<file path="src/rtl/core/pstb_pkg.sv">
package pstb_pkg;

    localparam int LEN_W      = 8;
    localparam int WORD_W     = 64;
    localparam int CHAR_W     = 8;
    localparam int UPOS_W     = 5;
    localparam int SLOT_NUM_W = 4;
    localparam int MASK_W     = 16;
    localparam int ROW_W      = 256;
    localparam int CHARS_W    = 2 * WORD_W;

    typedef struct packed {
        logic clear;
        logic reset_run;
        logic store;
        logic rec_zero;
        logic start_str;
        logic eval;
        logic emit_adv;
    } t_cmd;

    typedef struct packed {
        logic clr_done;
        logic ovf;
        logic all_done;
        logic lim_zero;
        logic found;
        logic emit_last;
    } t_sts;

    function automatic logic [CHAR_W-1:0] byte_sel(input logic [CHARS_W-1:0] w,
                                                   input logic [3:0] idx);
        return w[idx*CHAR_W +: CHAR_W];
    endfunction

endpackage

</file>
<file path="src/rtl/core/pstb_ctrl.sv">
module pstb_ctrl
    import pstb_pkg::*;
(
    input  logic i_clk,
    input  logic i_rst_n,
    input  logic i_in_valid,
    input  logic i_in_last,
    input  logic i_out_ready,
    input  t_sts i_sts,
    output t_cmd o_cmd,
    output logic o_in_ready,
    output logic o_out_valid,
    output logic o_out_err
);
    typedef enum logic [2:0] {
        S_CLEAR, S_LOAD, S_START, S_READ, S_EVAL, S_EMIT, S_ERR
    } t_state;

    t_state r_state, n_state;

    always_ff @(posedge i_clk) begin
        if (!i_rst_n) begin
            r_state <= S_CLEAR;
        end else begin
            r_state <= n_state;
        end
    end

    always_comb begin
        n_state     = r_state;
        o_cmd       = '0;
        o_in_ready  = 1'b0;
        o_out_valid = 1'b0;
        o_out_err   = 1'b0;
        case (r_state)
            S_CLEAR: begin
                o_cmd.clear     = 1'b1;
                o_cmd.reset_run = 1'b1;
                if (i_sts.clr_done) n_state = S_LOAD;
            end
            S_LOAD: begin
                o_in_ready = 1'b1;
                if (i_in_valid) begin
                    o_cmd.store = 1'b1;
                    if (i_in_last) n_state = S_START;
                end
            end
            S_START: begin
                if (i_sts.ovf) begin
                    n_state = S_ERR;
                end else if (i_sts.all_done) begin
                    n_state = S_EMIT;
                end else if (i_sts.lim_zero) begin
                    o_cmd.rec_zero = 1'b1;
                end else begin
                    o_cmd.start_str = 1'b1;
                    n_state = S_READ;
                end
            end
            S_READ: begin
                n_state = S_EVAL;
            end
            S_EVAL: begin
                o_cmd.eval = 1'b1;
                n_state = i_sts.found ? S_START : S_READ;
            end
            S_EMIT: begin
                o_out_valid = 1'b1;
                if (i_out_ready) begin
                    o_cmd.emit_adv = 1'b1;
                    if (i_sts.emit_last) n_state = S_CLEAR;
                end
            end
            S_ERR: begin
                o_out_valid = 1'b1;
                o_out_err   = 1'b1;
                if (i_out_ready) n_state = S_CLEAR;
            end
            default: n_state = S_CLEAR;
        endcase
    end
endmodule

</file>
<file path="config.mk">
export PLATFORM = sky130hd
export DESIGN_NAME = pstb_ctrl
export DESIGN_NICKNAME = d
export VERILOG_FILES = /design/src/rtl/core/pstb_pkg.sv /design/src/rtl/core/pstb_ctrl.sv
export SDC_FILE = /design/constraint.sdc
export NUM_CORES = 1
export LEC_CHECK = 0
export BUFFER_PORTS_ARGS = -buffer_cell sky130_fd_sc_hd__buf_2
export CAP_MARGIN = 10
export CORE_AREA = 3 3 40 42
export CTS_CLUSTER_SIZE = 28
export DETAILED_ROUTE_END_ITERATION = 8
export DIE_AREA = 0 0 43 45
export PLACE_DENSITY = 0.55
export REMOVE_ABC_BUFFERS = 1
export SLEW_MARGIN = 20
export SYNTH_ARGS = -nofsm -noshare
export SYNTH_HDL_FRONTEND = slang
export SYNTH_SLANG_ARGS = --single-unit
</file>
<file path="constraint.sdc">
create_clock -name i_clk -period 1.56 [get_ports i_clk]
set_input_delay 0 -clock i_clk [delete_from_list [all_inputs] [get_ports i_clk]]
set_output_delay 0 -clock i_clk [all_outputs]
set_load 0.05 [all_outputs]
</file>
==> results.yml, run 1 <==
setup_path:
  crit_required_ps: 1560
  worstSetupEndpointType: "output pin"
  crit_family: "flip-flops"
  startpoint_type: "flip-flop"
  cp_cell_sequence: "buf_4 -> nor3b_1 -> buf_2"
  critPathKind: "reg2out"
  crit_fanout: 10
  crit_buf_inv: 2
  arrival_ps: 1460
  cp_slowest_stage_delay_ps: 500
  cp_slowest_cell: "dfxtp_1"
  rr_worst_depth: 4
  crit_cells: 3
clocking:
  cts_resized: 1
  clock_sinks: 3
  clkTransAtPathRegs_ps: 40
  cts_root_buf: "clkbuf_4"
  cts_tree: "built"
  post_cts_buffers: 0
  clk_latency_ps: 230
  cts_max_level: 1
  cts.path.max_buffers: 2
  holdBufCountCts: 0
  cts_made_buffers: 3
cells_and_area:
  regMostFlops: "r_state"
  antennaDiodeCount: 0
  final.fill_count: 131
  area_delta_synth_final_pct: 38.2
  top_regs: "r_state x3"
  largest_reg_flops: 3
  regArea_um2: 60.1
  layout_common_cells: "buf_2 (20), nand2_1 (6), nor2_1 (3), clkbuf_4 (3), dfxtp_1 (3)"
  final_common_cell: "buf_2"
  multiInputGateArea_um2: 226
  design_area_um2: 470
  finalNonFillerCells: 79
  fin_nets: 76
  drive_gt1_share_pct: 51.6
  post-route-util_pct: 36.6
grt:
  grt_pass1_wl_um: 1190
  first_global_vias: 286
  grtUsageTotal_pct: 8.15
  antenna_found_initial: 0
  grt_max_degree: 11
  overflow: 0
routing:
  via_per_inst: 4.53
  remaining_drc_errors: 0
  vias: 358
  drtPass1Iterations: 2
  drtIter0Drc: 3
  ant_nets: 0
  drt_wl_total_um: 755
  routedWlPerCell_um: 9.56
hold_path:
  whs_path_depth: 2
  worst_hold_path_type: "in2reg"
synthesis:
  synth.yosys.seq_area_share_pct: 17.6
  synth.cell_area_um2: 340
  yosysWarnings: 0
  syn_inst: 42
  synth_flop_cell: "dfxtp_1"
  synth-edff-count: 0
  syn-mean-instance-area_um2: 8.10
  ys_types: 28
  async_flop_share_pct: 0
  ys_ff_latch: 3
timing:
  setup_tns_ps: 0
  finalCritPeriodShare_pct: 93.3
  fin_skew_ps: 1.30
  holdWs_ps: 71.3
  finalHoldViolCount: 0
  max-slew-margin-rel_pct: 78.7
  slew_violations: 0
  worst_pin_slew_ps: 319
  rsz0062_at_grt: "no"
  fmax_mhz: 687
  setup-violations-final: 0
  fin_crit_ps: 1460
place:
  dp_hpwl_um: 629
  place_inst: 75
  gp_congestion: 0.705
  postPlaceCellArea_um2: 439
  io_buffers: 20
die:
  rows: 13
  start_util_pct: 26.5
  num_io_pins: 21
  die_x_um: 43
  fp.dieH_um: 45
  dieArea_um2: 1940
  core-area_um2: 1280
run:
  cap_violations: 0
power_and_ir_drop:
  p_leak_uw: 0.000256
  vdd_drop_max_uv: 699
  power_density_nw_per_um2: 2080
outcome:
  run_status: "finished clean"
-- worst register-to-register path: stages, from the launching register on --
cell and delay [ps]:
dfxtp_1 500, nor2b_2 90, and3_1 190, nand3b_2 240, a31o_1 230
-- final timing paths --
check,from,endpoint,slack [ps]
worst min-delay path,i_rst_n,r_state[2]$_SDFFE_PN0P_,70
worst max register to register,r_state[2]$_SDFFE_PN0P_,r_state[2]$_SDFFE_PN0P_,200
worst max-delay path,r_state[2]$_SDFFE_PN0P_,o_cmd[1],100
worst min register to register,r_state[0]$_SDFFE_PN0P_,r_state[0]$_SDFFE_PN0P_,590
-- layout make-up --
| class | instances | area share [%] |
|---|---|---|
| clock buffers | 4 | 5.59 |
| inverters | 2 | 5.05 |
| multi-input cells | 33 | 48.1 |
| flip-flops and latches | 3 | 12.8 |
| well taps | 15 | 3.99 |
| repair buffers | 22 | 24.5 |
-- through the flow --
stage | power (uW) | setup WS [ps]
floorplan | 629 | -1600
global placement | 839 | 212
detailed placement | 842 | 190
CTS | 991 | 77.9
global route | 1050 | 3.13
finish | 978 | 104
-- report_power, final --
part | internal, uW | switching, uW
combinational | 217 | 456
sequential | 109 | 60.7
clock | 95.8 | 39.8
-- synthesized netlist by cell type (all sizes together), types with 2 or more instances --
| library cell | n | share of area, % |
|---|---|---|
| buf | 4 | 10 |
| nand2 | 6 | 6.6 |
| and2 | 2 | 4.0 |
| and3 | 2 | 3.7 |
| nor2b | 3 | 6.2 |
| nor3 | 2 | 4.4 |
| mux2i | 2 | 5.9 |
| dfxtp | 3 | 18 |
| nor2 | 3 | 3.3 |
| inv | 2 | 7.0 |
| nor3b | 2 | 4.4 |
-- metal layers --
layer / GRT usage [%] / vias up / part of all wire, %
met3: 2.39 / 2 / 9.1
met5: 0 / - / 0
met2: 12.6 / 15 / 43
met1: 9.86 / 153 / 45
met4: 5.42 / 0 / 2.5
li1: - / 188 / -
-- logic make-up (layout without fill, tap and decap cells) --
| group | after synthesis | in the layout | share of synthesized area (%) |
|---|---|---|---|
| xor gates and xnor gates | 1 | 1 | 2.57 |
| DFF | 3 | 3 | 17.6 |
| muxes | 2 | 2 | 5.88 |
| buffers and inverters | 6 | 28 | 17.3 |
| AOI/OAI and AO/OA | 6 | 6 | 12.5 |
| and+or+nand+nor | 24 | 24 | 44.1 |
Note: power is estimated with default switching activity, not from simulation.
==> inputs of run 2 (changes only) <==
--- a/config.mk
+++ b/config.mk
@@ -12,6 +12,7 @@
 export DETAILED_ROUTE_END_ITERATION = 8
 export DIE_AREA = 0 0 43 45
 export PLACE_DENSITY = 0.55
+export RECOVER_POWER = 25
 export REMOVE_ABC_BUFFERS = 1
 export SLEW_MARGIN = 20
 export SYNTH_ARGS = -nofsm -noshare
==> results.yml, run 2 (synthesis gave the netlist of run 1 again) <==
setup_path:
  rr_endpoint: "r_state[2]$_SDFFE_PN0P_"
  worstSetupEndpointType: "output pin"
  crit_fanout: 10
  cp_slowest_stage_delay_ps: 500
  startpoint: "r_state[2]$_SDFFE_PN0P_"
  r2r_start: "r_state[0]$_SDFFE_PN0P_"
  startpoint_type: "flip-flop"
  ff2ff_setup_slack_ps: 200
  crit_required_ps: 1560
  cp_cell_sequence: "buf_4 -> nor3b_1 -> buf_2"
  rr_worst_depth: 4
  arrival_ps: 1460
  timing.critical_path.to: "o_cmd[1]"
  cp_slowest_cell: "dfxtp_1"
  critPathKind: "reg2out"
routing:
  via_per_inst: 4.53
  ant_nets: 0
  drtIter0Drc: 3
  vias: 358
  routedWlPerCell_um: 9.56
  drtPass1Iterations: 2
  remaining_drc_errors: 0
  drt_wl_total_um: 755
cells_and_area:
  top_regs: "r_state x3"
  final_common_cell: "buf_2"
  regArea_um2: 60.1
  antennaDiodeCount: 0
  largest_reg_flops: 3
  regMostFlops: "r_state"
  final.fill_count: 131
  drive_gt1_share_pct: 51.6
  layout_common_cells: "buf_2 (17), nand2_1 (6)"
  post-route-util_pct: 36.6
  area_delta_synth_final_pct: 38.2
  multiInputGateArea_um2: 226
  fin_nets: 76
timing:
  holdWs_ps: 71.3
  max-slew-margin-rel_pct: 79.2
  fin_crit_ps: 1460
  slew_violations: 0
  worst_pin_slew_ps: 310
  finalHoldViolCount: 0
  setup_ws_ps: 104
  setup_tns_ps: 0
  fin_skew_ps: 1.30
  setup-violations-final: 0
  rsz0062_at_grt: "no"
  fmax_mhz: 687
  finalCritPeriodShare_pct: 93.3
grt:
  first_global_vias: 286
  grt_max_degree: 11
  grtUsageTotal_pct: 8.15
  antenna_found_initial: 0
  grt_pass1_wl_um: 1190
  overflow: 0
clocking:
  cts_root_buf: "clkbuf_4"
  cts_tree: "built"
  clkTransAtPathRegs_ps: 40
  clk_latency_ps: 230
  cts.path.max_buffers: 2
  post_cts_buffers: 0
  clock_sinks: 3
  cts_made_buffers: 3
  cts_max_level: 1
power_and_ir_drop:
  vdd_drop_max_uv: 700
  power_density_nw_per_um2: 2080
  report.power.total_uw: 978
  p_leak_uw: 0.000255
die:
  dieArea_um2: 1940
  num_io_pins: 21
  die_x_um: 43
  rows: 13
  core-area_um2: 1280
  fp.dieH_um: 45
  start_util_pct: 26.5
run:
  cap_violations: 0
place:
  gp_congestion: 0.705
  dp_worst_setup_slack_ps: 190
  dp_hpwl_um: 629
  io_buffers: 20
outcome:
  run_status: "finished clean"
hold_path:
  worst_hold_path_type: "in2reg"
## run 2: how the worst min path moves through the flow
stage / start / endpoint / slack [ps] / depth (start not counted)
floorplan: i_rst_n / r_state[2]$_SDFFE_PN0P_ / 140 / 1
finish: i_rst_n / r_state[2]$_SDFFE_PN0P_ / 70 / 2
CTS: i_rst_n / r_state[2]$_SDFFE_PN0P_ / 70 / 2
detailed placement: i_rst_n / r_state[2]$_SDFFE_PN0P_ / 310 / 2
global route: i_rst_n / r_state[1]$_SDFFE_PN0P_ / 100 / 3
global placement: i_rst_n / r_state[2]$_SDFFE_PN0P_ / 310 / 2
## run 2: report_power, final
part	leakage (uW)	switching, uW	internal, uW
clock network	0.0000150	39.8	95.8
registers	0.0000246	60.7	109
logic	0.000215	457	216
total	0.000255	558	420
## run 2: metrics by stage
step,instances,area (um2)
floorplan,38,305
global placement,75,439
detailed placement,75,439
CTS,79,470
global route,79,470
finish,79,470
## run 2: layout make-up
type | instances | share of cell area, %
well taps | 15 | 3.99
multi-input cells | 33 | 48.1
inverters | 2 | 5.05
clock buffers | 4 | 5.59
flip-flops and latches | 3 | 12.8
repair buffers | 22 | 24.5
## run 2: critical path, delay by kind of cell (launching register included)
kind / cells / cell delay [ps]
flip-flops: 1 / 500
buffers and inverters: 2 / 500
AND/OR/NAND/NOR: 1 / 220
## run 2: what timing repair did
item | CTS | global route
resized for setup | 1 | 0
hold buffers | 0 | 0
endpoints found under the setup margin | 1 | 0
## run 2: per-layer routing
metal,global-route usage (%),up-vias,share of wire [%]
li1,-,188,-
met4,5.42,0,2.5
met1,9.86,153,45
met5,0,-,0
met2,12.6,15,43
met3,2.39,2,9.1
